**config.mk**
```make
export PLATFORM = sky130hd
export DESIGN_NAME = tskf_mul_unit
export DESIGN_NICKNAME = d
export VERILOG_FILES = /design/src/hdl/tskf_pkg.sv /design/src/hdl/tskf_mul_unit.sv
export SDC_FILE = /design/constraint.sdc
export NUM_CORES = 2
export LEC_CHECK = 0
export BUFFER_PORTS_ARGS = -buffer_cell sky130_fd_sc_hd__buf_2
export CORE_AREA = 2 2 284 286
export DETAILED_ROUTE_END_ITERATION = 6
export DIE_AREA = 0 0 286 288
export PLACE_DENSITY = 0.65
export SLEW_MARGIN = 15
export SYNTH_ARGS = -nofsm -noshare
export SYNTH_HDL_FRONTEND = slang
export SYNTH_SLANG_ARGS = --single-unit
```
**constraint.sdc**
```tcl
create_clock -name clk -period 18.2 [get_ports clk]
set_clock_uncertainty 0.05 [all_clocks]
set_input_delay 2.73 -clock clk [delete_from_list [all_inputs] [get_ports clk]]
set_output_delay 2.73 -clock clk [all_outputs]
set_load 0.01 [all_outputs]
```
**src/hdl/tskf_pkg.sv**
```systemverilog
// Package with shared types and constants of the two-state Kalman filter unit.
`timescale 1ns / 1ps

package tskf_pkg;

  localparam int DEF_DATA_WIDTH = 32;
  localparam int DEF_FRAC_BITS  = 16;

  // Configuration register indexes.
  localparam int CFG_IDX_W = 1;
  localparam logic [CFG_IDX_W-1:0] REG_TIME_STEP  = 1'b0;
  localparam logic [CFG_IDX_W-1:0] REG_MEAS_NOISE = 1'b1;

  // Request commands.
  localparam logic CMD_INIT = 1'b0;
  localparam logic CMD_STEP = 1'b1;

  // Result status codes.
  localparam int STAT_W = 2;
  localparam logic [STAT_W-1:0] STAT_OK     = 2'd0;
  localparam logic [STAT_W-1:0] STAT_NONPOS = 2'd1;
  localparam logic [STAT_W-1:0] STAT_SAT    = 2'd2;

  // Sequencer states.
  typedef enum logic [4:0] {
    ST_IDLE,
    ST_INIT,
    ST_BP,
    ST_S2,
    ST_Q1,
    ST_Q2,
    ST_T,
    ST_MAA,
    ST_MAB1,
    ST_MAB2,
    ST_MBA,
    ST_MBB1,
    ST_MBB2,
    ST_MBB3,
    ST_CHK,
    ST_DIVA,
    ST_WAITA,
    ST_DIVB,
    ST_WAITB,
    ST_Y,
    ST_NA,
    ST_NB,
    ST_PAA,
    ST_PAB,
    ST_PBA,
    ST_PBB,
    ST_OUT
  } tskf_state_t;

endpackage

```
**src/hdl/tskf_mul_unit.sv**
```systemverilog
// Shared signed multiplier with floor scaling and a registered product.
`timescale 1ns / 1ps

module tskf_mul_unit #(
  parameter int DATA_WIDTH = tskf_pkg::DEF_DATA_WIDTH,
  parameter int FRAC_BITS  = tskf_pkg::DEF_FRAC_BITS,
  parameter int ACC_W      = 2 * DATA_WIDTH - FRAC_BITS + 2
) (
  input  logic                         clk,
  input  logic                         en,
  input  logic signed [DATA_WIDTH-1:0] a,
  input  logic signed [DATA_WIDTH-1:0] b,
  output logic signed [ACC_W-1:0]      prod
);

  logic signed [2*DATA_WIDTH-1:0] full;
  logic signed [2*DATA_WIDTH-1:0] scaled;
  logic signed [ACC_W-1:0]        prod_r;

  // Exact product, then an arithmetic shift that rounds toward minus infinity.
  assign full   = a * b;
  assign scaled = full >>> FRAC_BITS;

  always_ff @(posedge clk) begin
    if (en) begin
      prod_r <= scaled[ACC_W-1:0];
    end
  end

  assign prod = prod_r;

endmodule

```
=== Word level (Yosys, flattened, before mapping) ===
Index checks and enable logic that the tools add are counted.

* Register bits after elaboration: 48
* Bits of input ports: 66
* Output and inout bits: 50

* $mul: 1

{| class="wikitable"
|+ Operators by type and width
! cell !! number
|-
| 32-bit by 32-bit multiplier with 64-bit output || 1
|}

=== Depth between registers and ports, before layout ===
* Word-level depth: 1
* Gate-level depth with buffers: 27
* Gate-level depth less buffers: 26

=== Least setup slack after synthesis ===
OpenSTA, ideal clock, no wires.

* Path kind: input -> register
* From: in a[31]
* To: reg prod[47] (netlist name)
* Slack: 8.058 ns
* Required time: 17.890 ns
* Arrival: 9.832 ns
* Stages: 27
* Setup time: 0.260 ns
* Cells stage by stage: clkbuf_1 > nand2_1 > inv_1 > fa_1 > inv_1 > fa_1 > inv_1 > fa_1 > fa_1 > inv_1 > fa_1 > inv_1 > fa_1 > inv_1 > fa_1 > inv_1 > fa_1 > ha_1 > a21oi_1 > o211a_1 > o31ai_1 > a221oi_1 > a21oi_1 > o21ai_0 > o21ai_1 > o41a_1 > xnor2_1

* Cells in the longest elaborated chain, start to end: 1

{| class="wikitable"
|+ RTL lines
! element !! line !! source
|-
| start: declaration || tskf_mul_unit.sv:11 || <nowiki>input logic signed [DATA_WIDTH-1:0] a,</nowiki>
|-
| 32-bit by 32-bit multiplier with 64-bit output || tskf_mul_unit.sv:21 || <nowiki>assign full = a * b;</nowiki>
|-
| net full[63] || tskf_mul_unit.sv:16 || <nowiki>logic signed [2*DATA_WIDTH-1:0] full;</nowiki>
|}

The timed path passes the listed nets, and every way through them passes these cells.
A chain may end at the register's enable or synchronous reset.

=== Worst setup path in the final report ===
* From: in b[5]
* To: reg prod[47] (netlist name)

* Cells in the longest elaborated chain, start to end: 1

{| class="wikitable"
|+ RTL lines
! element !! line !! source
|-
| start: declaration || tskf_mul_unit.sv:12 || <nowiki>input logic signed [DATA_WIDTH-1:0] b,</nowiki>
|-
| 32-bit by 32-bit multiplier with 64-bit output || tskf_mul_unit.sv:21 ||
|-
| net full[63] || tskf_mul_unit.sv:16 ||
|}

The timed path passes the listed nets, and every way through them passes these cells.

==> parameters.txt <==
Parameter                              Value

Route
  Detailed-route DRC error count ... 0
  Number of optimization iterations in the first detailed-route pass ... 5
  Via count ... 25,200
  Total wirelength of the detailed-routed design ... 96,600 µm
  Ratio of routed vias to standard cells ... 5.23
  Initial DRC count ... 1,217
  Antenna Violating Nets Remaining ... 0
  Average routed wire per standard cell ... 20.0 µm

Final layout
  Most frequent standard cell in the layout excluding fill and tap cells ... fa_1
  Layout cells sized above 1 ... 0.0394
  Max reg flops ... 48
  Number of inserted filler cells in the final layout ... 7,622
  Area occupied by multi-input gates ... 31,200 µm²
  FF+latch area ... 1440 µm²
  Most frequent cells in the layout ... fa_1, inv_1, nand2_1
  Count of nets after finishing ... 5,082
  Synthesis-to-layout area growth ... 3.84%

Worst hold path
  Classification of the worst-slack hold path ... in2reg

CTS
  Post-CTS setup repair buffer count ... 0
  Number of gates resized after cts ... 0
  Hold-fix buffers, CTS ... 0
  Buffer levels on the longest clock path ... 2
  Root buf cell ... clkbuf_16
  Clock-pin slew of the registers on the worst-case setup and hold paths ... 0.07 ns
  Number of CTS-inserted buffers ... 5
  Count of H-tree levels built during CTS ... 2
  TritonCTS clock tree ... yes
  Clock Sink Count ... 48

Synth
  Number of distinct library cell variants in the gate-level netlist after synthesis ... 55
  Syn Std Cell Area ... 37,000 µm²
  Total of warnings raised by yosys ... 0
  EDFF count, synth ... 48
  Synthesis-stage register bit count ... 48
  Post-synth top flop ... edfxtp_1
  Post-synthesis async set-or-reset flop share ... 0
  Post-Syn Nets ... 5,149
  Synthesized instance count ... 3,822
  Sequential cell area fraction in the yosys report ... 0.0390
  Synthesized area per cell ... 9.68 µm²

Timing
  Setup repair after global routing missed its margin ... no
  Crit path setup slack, layout ... 7.29 ns
  Ratio of final minimum period to clock period ... 0.599
  Worst Hold Slack ... 3.03 ns
  Final Setup Violations ... 0
  Highest Clock Rate ... 0.0917 GHz
  Final sum of negative setup slack ... 0 ns
  Worst slew slack as a fraction of its limit ... 0.238
  Pins Over Slew Limit ... 0
  Slew at the pin closest to its max-slew limit ... 1.14 ns
  Min Clock Period, post-route ... 10.91 ns
  Final hold violation count ... 0

Job
  Max-cap violation count ... 0

Global routing
  Vias in the first global route ... 28,500
  Global-route wire length before repair ... 157,000 µm
  Remaining global-route overflow ... 0
  Antenna violations before repair ... 8
  Total routing resource utilization after global routing ... 0.248
  Pin count of the biggest net entering global routing ... 49

Critical path
  Critical path arrival ... 10.90 ns
  WP data required ... 18.19 ns
  Most common cell type on the critical path ... fa_1
  Maximum cell stage delay along the critical path ... 0.82 ns
  Sum of buffers and inverters on the critical path ... 8
  Worst setup path startpoint ... b[5]
  Slowest cell on the critical path ... fa_1
  Critical path start-end classification ... in2reg
  Nature of the critical path startpoint ... input port
  Largest delay contributor family on the critical path ... adder cells
  Crit end category ... register
  Maximum fanout encountered on the critical timing path ... 32
  Depth of the critical timing path with buffers and inverters included ... 27
  Worst setup path end ... prod[47]$_DFFE_PP_

Placed design
  Number of I/O port buffers ... 115
  Post-DP HPWL ... 77,400 µm
  Final estimated routing congestion in global placement ... 0.875
  Post-Place Setup Slack ... 6.97 ns

Die
  I/O pin count ... 116
  Starting density of the core ... 0.465
  Die Area ... 82,400 µm²
  Row count ... 104
  Floorplan Core Area ... 79,600 µm²
  Die extent in x ... 286 µm
  Die Span Y ... 288 µm

Run status
  Run status ... finished, final reports clean
-- worst min-delay path by stage --
stage                             startpoint  cells past startpoint  slack (ns)            endpoint
after floorplan                           en                      0        2.79   prod[0]$_DFFE_PP_
after global placement    prod[14]$_DFFE_PP_                      1        3.09            prod[14]
after detailed placement  prod[13]$_DFFE_PP_                      1        3.09            prod[13]
after CTS                                 en                      2        3.04  prod[45]$_DFFE_PP_
after global routing                      en                      2        3.07  prod[45]$_DFFE_PP_
final                                     en                      2        3.03  prod[45]$_DFFE_PP_
-- final cells by class --
class	instances	share of cell area
multi-input combinational	2617	0.812
inverter	950	0.0928
sequential	48	0.0375
tap	1060	0.0345
timing repair buffer	133	0.0185
clock buffer	5	0.00326
clock inverter	3	0.000977
antenna	3	0.000195
-- through the flow --
step	area, µm²	instances	utilization
floorplan	37000	3822	-
global placement	38300	4808	0.480
detailed placement	38300	4808	0.480
CTS	38400	4816	0.482
global route	38400	4816	0.482
finish	38400	4819	0.482
-- cell families (layout without fill, tap and decap cells) --
family,Yosys count,in the layout,share of synthesized area
compound gates,153,153,0.0279
xor+xnor,63,63,0.0149
fa+ha+maj,1261,1261,0.646
buf+inv,1157,1091,0.118
flops,48,48,0.0390
other cells,0,3,0
simple gates,1140,1140,0.155
-- cell usage after synthesis (4+ instances only) --
| cell type | number | area, µm² |
|---|---|---|
| a21oi_1 | 48 | 240 |
| clkbuf_1 | 200 | 751 |
| o21ai_0 | 26 | 130 |
| o21bai_1 | 8 | 60.1 |
| nand2b_1 | 12 | 75.1 |
| fa_1 | 1081 | 21600 |
| inv_1 | 950 | 3570 |
| buf_1 | 4 | 15.0 |
| nor3_1 | 7 | 35.0 |
| xnor2_1 | 40 | 350 |
| xor2_1 | 23 | 201 |
| nor2_1 | 46 | 173 |
| a211oi_1 | 5 | 37.5 |
| nor2b_1 | 4 | 25.0 |
| nand4_1 | 14 | 87.6 |
| a21o_1 | 21 | 158 |
| o21a_1 | 6 | 45.0 |
| nand2_1 | 513 | 1930 |
| ha_1 | 180 | 2250 |
| edfxtp_1 | 48 | 1440 |
| and3_1 | 7 | 43.8 |
| nand3_1 | 12 | 60.1 |
| and2_1 | 512 | 3200 |
-- metal layers --
layer  wire [µm]  share of wire  up-vias  track usage
met5          66        0.00068        -            0
met4        6100          0.063       12        0.131
met3        3980          0.041      244       0.0261
met2       51900           0.54      703        0.452
met1       34500           0.36    13500        0.287
li1            -              -    10700            -
Power is not shown: default switching activity piles up to over one toggle a cycle in this logic, so the estimate is an artifact.
