[config.mk]
export PLATFORM = sky130hd
export DESIGN_NAME = tskf_div_unit
export DESIGN_NICKNAME = d
export VERILOG_FILES = /design/src/hdl/tskf_pkg.sv /design/src/hdl/tskf_div_unit.sv
export SDC_FILE = /design/constraint.sdc
export NUM_CORES = 1
export LEC_CHECK = 0
export BUFFER_PORTS_ARGS = -buffer_cell sky130_fd_sc_hd__buf_4
export CORE_MARGIN = 1.5
export CORE_UTILIZATION = 54
export DETAILED_ROUTE_END_ITERATION = 10
export PLACE_DENSITY = 0.88
export SYNTH_ARGS = -nofsm -noshare
export SYNTH_HDL_FRONTEND = slang
export SYNTH_SLANG_ARGS = --single-unit
[constraint.sdc]
create_clock -name clk -period 3 [get_ports clk]
set_input_delay 0.15 -clock clk [delete_from_list [all_inputs] [get_ports clk]]
set_output_delay 0.15 -clock clk [all_outputs]
set_load 0.1 [all_outputs]
[src/hdl/tskf_pkg.sv]
// Package with shared types and constants of the two-state Kalman filter unit.
`timescale 1ns / 1ps

package tskf_pkg;

  localparam int DEF_DATA_WIDTH = 32;
  localparam int DEF_FRAC_BITS  = 16;

  // Configuration register indexes.
  localparam int CFG_IDX_W = 1;
  localparam logic [CFG_IDX_W-1:0] REG_TIME_STEP  = 1'b0;
  localparam logic [CFG_IDX_W-1:0] REG_MEAS_NOISE = 1'b1;

  // Request commands.
  localparam logic CMD_INIT = 1'b0;
  localparam logic CMD_STEP = 1'b1;

  // Result status codes.
  localparam int STAT_W = 2;
  localparam logic [STAT_W-1:0] STAT_OK     = 2'd0;
  localparam logic [STAT_W-1:0] STAT_NONPOS = 2'd1;
  localparam logic [STAT_W-1:0] STAT_SAT    = 2'd2;

  // Sequencer states.
  typedef enum logic [4:0] {
    ST_IDLE,
    ST_INIT,
    ST_BP,
    ST_S2,
    ST_Q1,
    ST_Q2,
    ST_T,
    ST_MAA,
    ST_MAB1,
    ST_MAB2,
    ST_MBA,
    ST_MBB1,
    ST_MBB2,
    ST_MBB3,
    ST_CHK,
    ST_DIVA,
    ST_WAITA,
    ST_DIVB,
    ST_WAITB,
    ST_Y,
    ST_NA,
    ST_NB,
    ST_PAA,
    ST_PAB,
    ST_PBA,
    ST_PBB,
    ST_OUT
  } tskf_state_t;

endpackage

[src/hdl/tskf_div_unit.sv]
// Radix-2 restoring divider that forms the saturated fixed-point gain quotient.
`timescale 1ns / 1ps

module tskf_div_unit #(
  parameter int DATA_WIDTH = tskf_pkg::DEF_DATA_WIDTH,
  parameter int FRAC_BITS  = tskf_pkg::DEF_FRAC_BITS
) (
  input  logic                         clk,
  input  logic                         rst_n,
  input  logic                         start,
  input  logic signed [DATA_WIDTH-1:0] num,
  input  logic        [DATA_WIDTH-1:0] den,
  output logic                         done,
  output logic signed [DATA_WIDTH-1:0] quo,
  output logic                         ovf
);

  localparam int NW = DATA_WIDTH + FRAC_BITS;
  localparam int CW = $clog2(NW + 1);
  localparam logic [NW-1:0] LIM = {{(NW-1){1'b0}}, 1'b1} << (DATA_WIDTH - 1);
  localparam logic signed [DATA_WIDTH-1:0] QMAX = {1'b0, {(DATA_WIDTH-1){1'b1}}};
  localparam logic signed [DATA_WIDTH-1:0] QMIN = {1'b1, {(DATA_WIDTH-1){1'b0}}};

  logic [NW-1:0]         n_r;
  logic [DATA_WIDTH-1:0] rem_r;
  logic [DATA_WIDTH-1:0] d_r;
  logic                  neg_r;
  logic [CW-1:0]         cnt_r;
  logic                  run_r;
  logic                  fin_r;
  logic                  done_r;
  logic signed [DATA_WIDTH-1:0] quo_r;
  logic                  ovf_r;

  logic [DATA_WIDTH-1:0] mag;
  logic [DATA_WIDTH:0]   rem_sh;
  logic [DATA_WIDTH:0]   rem_sub;
  logic                  ge;

  // Magnitude of the dividend; the most negative value still fits unsigned.
  assign mag     = num[DATA_WIDTH-1] ? DATA_WIDTH'(-num) : DATA_WIDTH'(num);
  assign rem_sh  = {rem_r, n_r[NW-1]};
  assign rem_sub = rem_sh - {1'b0, d_r};
  assign ge      = (rem_sh >= {1'b0, d_r});

  // Control: one quotient bit per cycle, then the quotient is signed and saturated.
  always_ff @(posedge clk) begin
    if (!rst_n) begin
      run_r  <= 1'b0;
      fin_r  <= 1'b0;
      done_r <= 1'b0;
      cnt_r  <= '0;
    end else begin
      done_r <= fin_r;
      fin_r  <= 1'b0;
      if (start) begin
        run_r <= 1'b1;
        cnt_r <= CW'(NW);
      end else if (run_r) begin
        cnt_r <= cnt_r - 1'b1;
        if (cnt_r == CW'(1)) begin
          run_r <= 1'b0;
          fin_r <= 1'b1;
        end
      end
    end
  end

  // Datapath: shift the quotient into the dividend register.
  always_ff @(posedge clk) begin
    if (start) begin
      n_r   <= {mag, {FRAC_BITS{1'b0}}};
      rem_r <= '0;
      d_r   <= den;
      neg_r <= num[DATA_WIDTH-1];
    end else if (run_r) begin
      rem_r <= ge ? rem_sub[DATA_WIDTH-1:0] : rem_sh[DATA_WIDTH-1:0];
      n_r   <= {n_r[NW-2:0], ge};
    end
    if (fin_r) begin
      if (neg_r) begin
        ovf_r <= (n_r > LIM);
        quo_r <= (n_r > LIM) ? QMIN : DATA_WIDTH'(-n_r[DATA_WIDTH-1:0]);
      end else begin
        ovf_r <= (n_r > LIM - 1'b1);
        quo_r <= (n_r > LIM - 1'b1) ? QMAX : n_r[DATA_WIDTH-1:0];
      end
    end
  end

  assign done = done_r;
  assign quo  = quo_r;
  assign ovf  = ovf_r;

endmodule

# [Word-level counts from Yosys, hierarchy flattened]
# Index checks and enable logic that the tools add are counted.
[op_classes] n_addsub=4 order_cmp=3 n_eq_ne=1 mux=14 bitwise=2 n_reduce_logical=3
[op_table] op="2-to-1 mux 32 bit" count=5
[op_table] op="2-to-1 mux 48 bit" count=2
[op_table] op="negation 32 bit" count=2
[op_table] op="greater-than comparator 48 x 31 -> 1 bit (second input constant)" count=1
[op_table] op="greater-than comparator 48 x 32 -> 1 bit (second input constant)" count=1
[op_table] op=">= comparator 33 x 32 -> 1 bit" count=1
[op_table] op="subtractor 32 bit" count=1
[op_table] op="2-to-1 mux 6 bit" count=2
[op_table] op="equality test 6 x 1 -> 1 bit (second input constant)" count=1
[op_table] op="subtractor 6 x 1 -> 6 bit (second input constant)" count=1
[op_table] op="2-to-1 mux 1 bit" count=5
[op_table] op="OR reduction 3 bit" count=1
[op_table] op="NOT 1 bit" count=2
[op_table] op="nonzero test 2 bit" count=1
[op_table] op="OR reduction 2 bit" count=1
[word_totals] regBits=155 input_bits=67 out_inout_bits=34 elab_cells=39

# [Longest topological paths before layout]
[logic_depth] word_depth=4 mapped_depth=13 depth_no_buf=11

# [Worst setup path before layout]
# No wires, ideal clock.
[synth_path] kind="input to register" startpoint="in num[4]" endpoint="reg n_r[43], data pin" arrival_time_ps=2969 t_required_ps=2744 setup_slack_ps=-225 stages=9 cell_sequence="or4_4 -> or4_4 -> or4_4 -> or4_1 -> or4_1 -> buf_2 -> o41ai_4 -> xnor2_1 -> a22o_1"
[synth_via] elab_chain_len=3
[synth_lines] element="start, declared" line="tskf_div_unit.sv:11" source="input logic signed [DATA_WIDTH-1:0] num,"
[synth_lines] element="negation 32 bit" line="tskf_div_unit.sv:41" source="assign mag = num[DATA_WIDTH-1] ? DATA_WIDTH'(-num) : DATA_WIDTH'(num);"
[synth_lines] element="2-to-1 mux 32 bit" line="tskf_div_unit.sv:41"
[synth_lines] element="2-to-1 mux 48 bit" line="tskf_div_unit.sv:71" source="if (start) begin"
[synth_lines] element="end signal, assigned" line="tskf_div_unit.sv:72" source="n_r <= {mag, {FRAC_BITS{1'b0}}};"
[synth_lines] element="end signal, assigned" line="tskf_div_unit.sv:78" source="n_r <= {n_r[NW-2:0], ge};"
[synth_lines] element="end, declared" line="tskf_div_unit.sv:24" source="logic [NW-1:0] n_r;"
# Every way passes these cells.
# A chain may end at the register's enable or synchronous reset.

# [Worst setup path after layout]
# Ends and elaborated chain as after synthesis.

==> impl_results.rst <==
.. list-table::
   :header-rows: 1

   * - Metric
     - Value
   * - Run status
     - complete, no violations
   * - Buffers on Ports
     - 100
   * - Sequential cell area
     - 4090 um2
   * - Multi-input gate area in the final layout
     - 4850 um2
   * - Number of top-level pins
     - 101
   * - Setup repair after global routing missed its margin
     - yes
   * - Leakage power of the design
     - 4.61 nW
   * - Number of antenna diodes
     - 0
   * - Highest net fanout along the worst path
     - 7
   * - Post-Place Cell Area
     - 10,600 um2
   * - Width of the die
     - 134 um
   * - Kind of start point of the critical path
     - input port
   * - Total of warnings raised by yosys
     - 0
   * - Met3 Use GR
     - 3.74%
   * - Synth Register Bits
     - 155
   * - Number of enable flip-flop cells after synthesis
     - 98
   * - Arr. time, crit path
     - 3.15 ns
   * - Core occupancy in the finished layout
     - 69.8%
   * - Post-synthesis sequential area ratio
     - 44.1%
   * - Synthesized instance count
     - 992
   * - Die Outline Area
     - 17,900 um2
   * - GRT busiest layer
     - met2
   * - Worst setup timing slack at the placement stage
     - -0.441 ns
   * - Initial antenna violation count
     - 0
   * - Met1 global-route usage
     - 31.4%
   * - Inst Count DP
     - 1,312
   * - Clock latency of the later-clocked register in the worst-skew pair
     - 0.43 ns
   * - Starting density of the core
     - 55.7%
   * - Via density per instance
     - 6.05
   * - Met2 usage in global routing
     - 44.7%
   * - Maximum number of pins on one net before global-route repair
     - 114
   * - Worst setup EP type
     - register
   * - Final min period
     - 2.96 ns
   * - Leading cell types by total area after synthesis
     - sky130_fd_sc_hd__edfxtp_1 (32%), sky130_fd_sc_hd__dfxtp_1 (12%), sky130_fd_sc_hd__ha_1 (4.9%)
   * - Ys flop type
     - sky130_fd_sc_hd__edfxtp_1
   * - Post-Synthesis Net Count
     - 1,096
   * - Routed wire length
     - 22,600 um
   * - Final Slew Violations
     - 0
   * - Proportion of layout cells with a drive suffix above 1
     - 19.5%
   * - Critical Path Max Stage Delay
     - 0.52 ns
   * - Async set-reset flop share out of synthesis
     - 0%
   * - R2R cell count
     - 10
   * - Finished Cell Area
     - 11,600 um2
   * - Placement row count
     - 47
   * - Count of maximum capacitance violations
     - 0
   * - Worst setup slack for register-to-register paths
     - 0.10 ns
   * - Final setup violating endpoints
     - 0
   * - Critical register-to-register path endpoint
     - quo[29]
   * - Filler-free cell count of the finished design
     - 1,379
   * - Worst Setup Slack, final
     - 0.0379 ns
   * - Worst-path cell with the longest stage delay
     - sky130_fd_sc_hd__or4_4
   * - Most frequent cell on the critical path
     - sky130_fd_sc_hd__or4_4
   * - Layout fillers
     - 1,220
   * - Hold/Removal Path Class
     - input port to register
   * - Core region area
     - 16,600 um2
   * - Overall Global Routing Usage
     - 25.5%
   * - Final weighted congestion in routability-driven placement
     - 0.936
   * - Maximum buffer depth of the clock tree
     - 2
   * - Net count reported at finish
     - 1,250
   * - Total number of H-tree levels
     - 4
   * - Number of buffers inserted during clock tree synthesis
     - 17
   * - Achievable frequency
     - 338 MHz
   * - Die Height
     - 134 um
   * - Largest vdd supply drop
     - 447 uV
   * - Wire length of the first global-routing pass
     - 36,900 um
   * - Vias in the first global route
     - 7,765
   * - Detailed-route via count
     - 8,347
   * - DRT Pass-1 Iters
     - 6
   * - Syn-to-layout area delta
     - 25.3%
   * - Worst Clk Skew
     - 0.0144 ns
   * - Final global-route overflow total
     - 0
   * - Post-synthesis average cell area
     - 9.34 um2
   * - Synthesized cell area
     - 9260 um2
   * - Category of the critical setup timing path
     - input port to register
   * - Startpoint of the worst-slack reg-to-reg timing path
     - n_r[0]
   * - Antenna-violating nets left
     - 0
   * - Post-synthesis cell type with the largest combined area
     - sky130_fd_sc_hd__edfxtp_1
   * - CTS tree
     - done
   * - Master cell of the clock root buffer
     - sky130_fd_sc_hd__clkbuf_16
   * - Average detailed-routed wire length per instance
     - 16.4 um
   * - Relative slew margins
     - 40.4%
   * - Critical Path End
     - n_r[43]
   * - Setup_tns
     - 0 ns
   * - Worst-path cell chain
     - buf_6 > or4_4 > or4_4 > or4_4 > or4_4 > or4_4 > buf_8 > o41ai_4 > xnor2_1 > a22o_1
   * - Register clock-pin slew on the reported worst setup and hold paths
     - 0.06 ns
   * - Number of unique standard cell types used by synthesis
     - 62
   * - Critical path origin
     - num[4]
   * - Sum of net half-perimeters after detailed placement
     - 15,400 um
   * - Slew at the pin with the worst max-slew slack
     - 0.891 ns
   * - Power per unit of standard cell area
     - 496 nW/um2
   * - Remaining DRCs
     - 0
   * - Worst EP required
     - 3.19 ns
   * - Detailed Route Iter0 Violations
     - 773
   * - Area share of the leading cell type in the synthesized netlist
     - 31.8%
   * - Total count of hold-check failures in the final report
     - 0
   * - Number of sinks handled by clock tree synthesis
     - 155
   * - Most frequently used cell type in the post-synthesis netlist
     - sky130_fd_sc_hd__edfxtp_1
   * - Final critical-path share of the clock period
     - 98.7%
   * - Most numerous cell types in the synthesized netlist
     - sky130_fd_sc_hd__edfxtp_1 (98), sky130_fd_sc_hd__nand2_1 (95), sky130_fd_sc_hd__nor2_1 (83)
layout by cell type, fill, tap and decap left out, types with 33 or more instances in the layout:
master                            n
sky130_fd_sc_hd__inv_1           55
sky130_fd_sc_hd__xnor2_1         49
sky130_fd_sc_hd__buf_4          159
sky130_fd_sc_hd__dfxtp_1         56
sky130_fd_sc_hd__dlygate4sd3_1   33
sky130_fd_sc_hd__edfxtp_1        98
sky130_fd_sc_hd__ha_1            34
sky130_fd_sc_hd__nand2_1         95
sky130_fd_sc_hd__a21oi_1         37
sky130_fd_sc_hd__o21ai_0         60
sky130_fd_sc_hd__nor2_1          82
layout make-up:
| cell class | count | area share, % |
|---|---|---|
| multi-input cells | 718 | 41.8 |
| repair buffers | 197 | 13.8 |
| clock buffers | 21 | 3.79 |
| flip-flops and latches | 155 | 35.2 |
| clock inverters | 11 | 1.23 |
| inverters | 57 | 1.84 |
| well taps | 220 | 2.37 |
metrics by stage:
stage	power, mW	hold WS (ns)
after floorplan	3.22	0.249
after global placement	3.52	0.328
after detailed placement	3.56	0.329
after CTS	5.74	0.116
after global routing	5.99	0.135
final	5.76	0.124
worst max-delay path: cells and delay by family:
family	cells	cell delay [ns]
AO/OA/AOI/OAI	2	0.38
XOR/XNOR	1	0.09
buffers and inverters	2	0.25
AND/OR/NAND/NOR	5	2.27
worst min path at each step:
stage	to	depth (start not counted)	slack, ns	startpoint
6_report	n_r[43]	3	0.12	num[27]
5_1_grt	n_r[43]	3	0.13	num[27]
3_5_place_dp	d_r[28]	1	0.33	den[28]
4_1_cts	n_r[43]	3	0.12	num[27]
3_3_place_gp	d_r[4]	1	0.33	den[4]
2_1_floorplan	d_r[0]	0	0.25	den[0]
what timing repair did:
item                                    4_1_cts  5_1_grt
gates cloned                                  0        1
setup buffers                                 0        1
pin swaps                                     0        2
endpoints found under the setup margin        9       34
hold buffers                                 33        0
hold endpoints to repair                     35        0
gates resized for setup                       3       36
sequential cells by signal, summed over array words and instances, names as in the netlist:
register	count
cnt_r	6
d_r	32
done	1
fin_r	1
n_r	48
neg_r	1
ovf	1
quo	32
rem_r	32
run_r	1
kinds of logic (layout without fill, tap and decap cells):
kind of cell / after synthesis / in the layout / share of synthesized area [%]
fa+ha+maj: 37 / 37 / 5.08
xor+xnor: 60 / 60 / 5.67
simple gates: 328 / 329 / 17.3
mux: 24 / 24 / 2.59
buf+inv: 120 / 286 / 4.90
compound gates: 268 / 268 / 20.4
flops: 155 / 155 / 44.1
per-layer routing:
| metal | vias up | part of all wire (%) |
|---|---|---|
| met5 | - | 0 |
| met1 | 3907 | 41 |
| met2 | 371 | 50 |
| met3 | 63 | 6.1 |
| met4 | 0 | 3.0 |
| li1 | 4006 | - |
power breakdown:
group | internal [mW] | switching [mW]
clock | 1.31 | 0.855
combinational | 0.492 | 0.605
sequential | 2.41 | 0.0924
total | 4.21 | 1.55
Power figures use the tool's default switching activity.
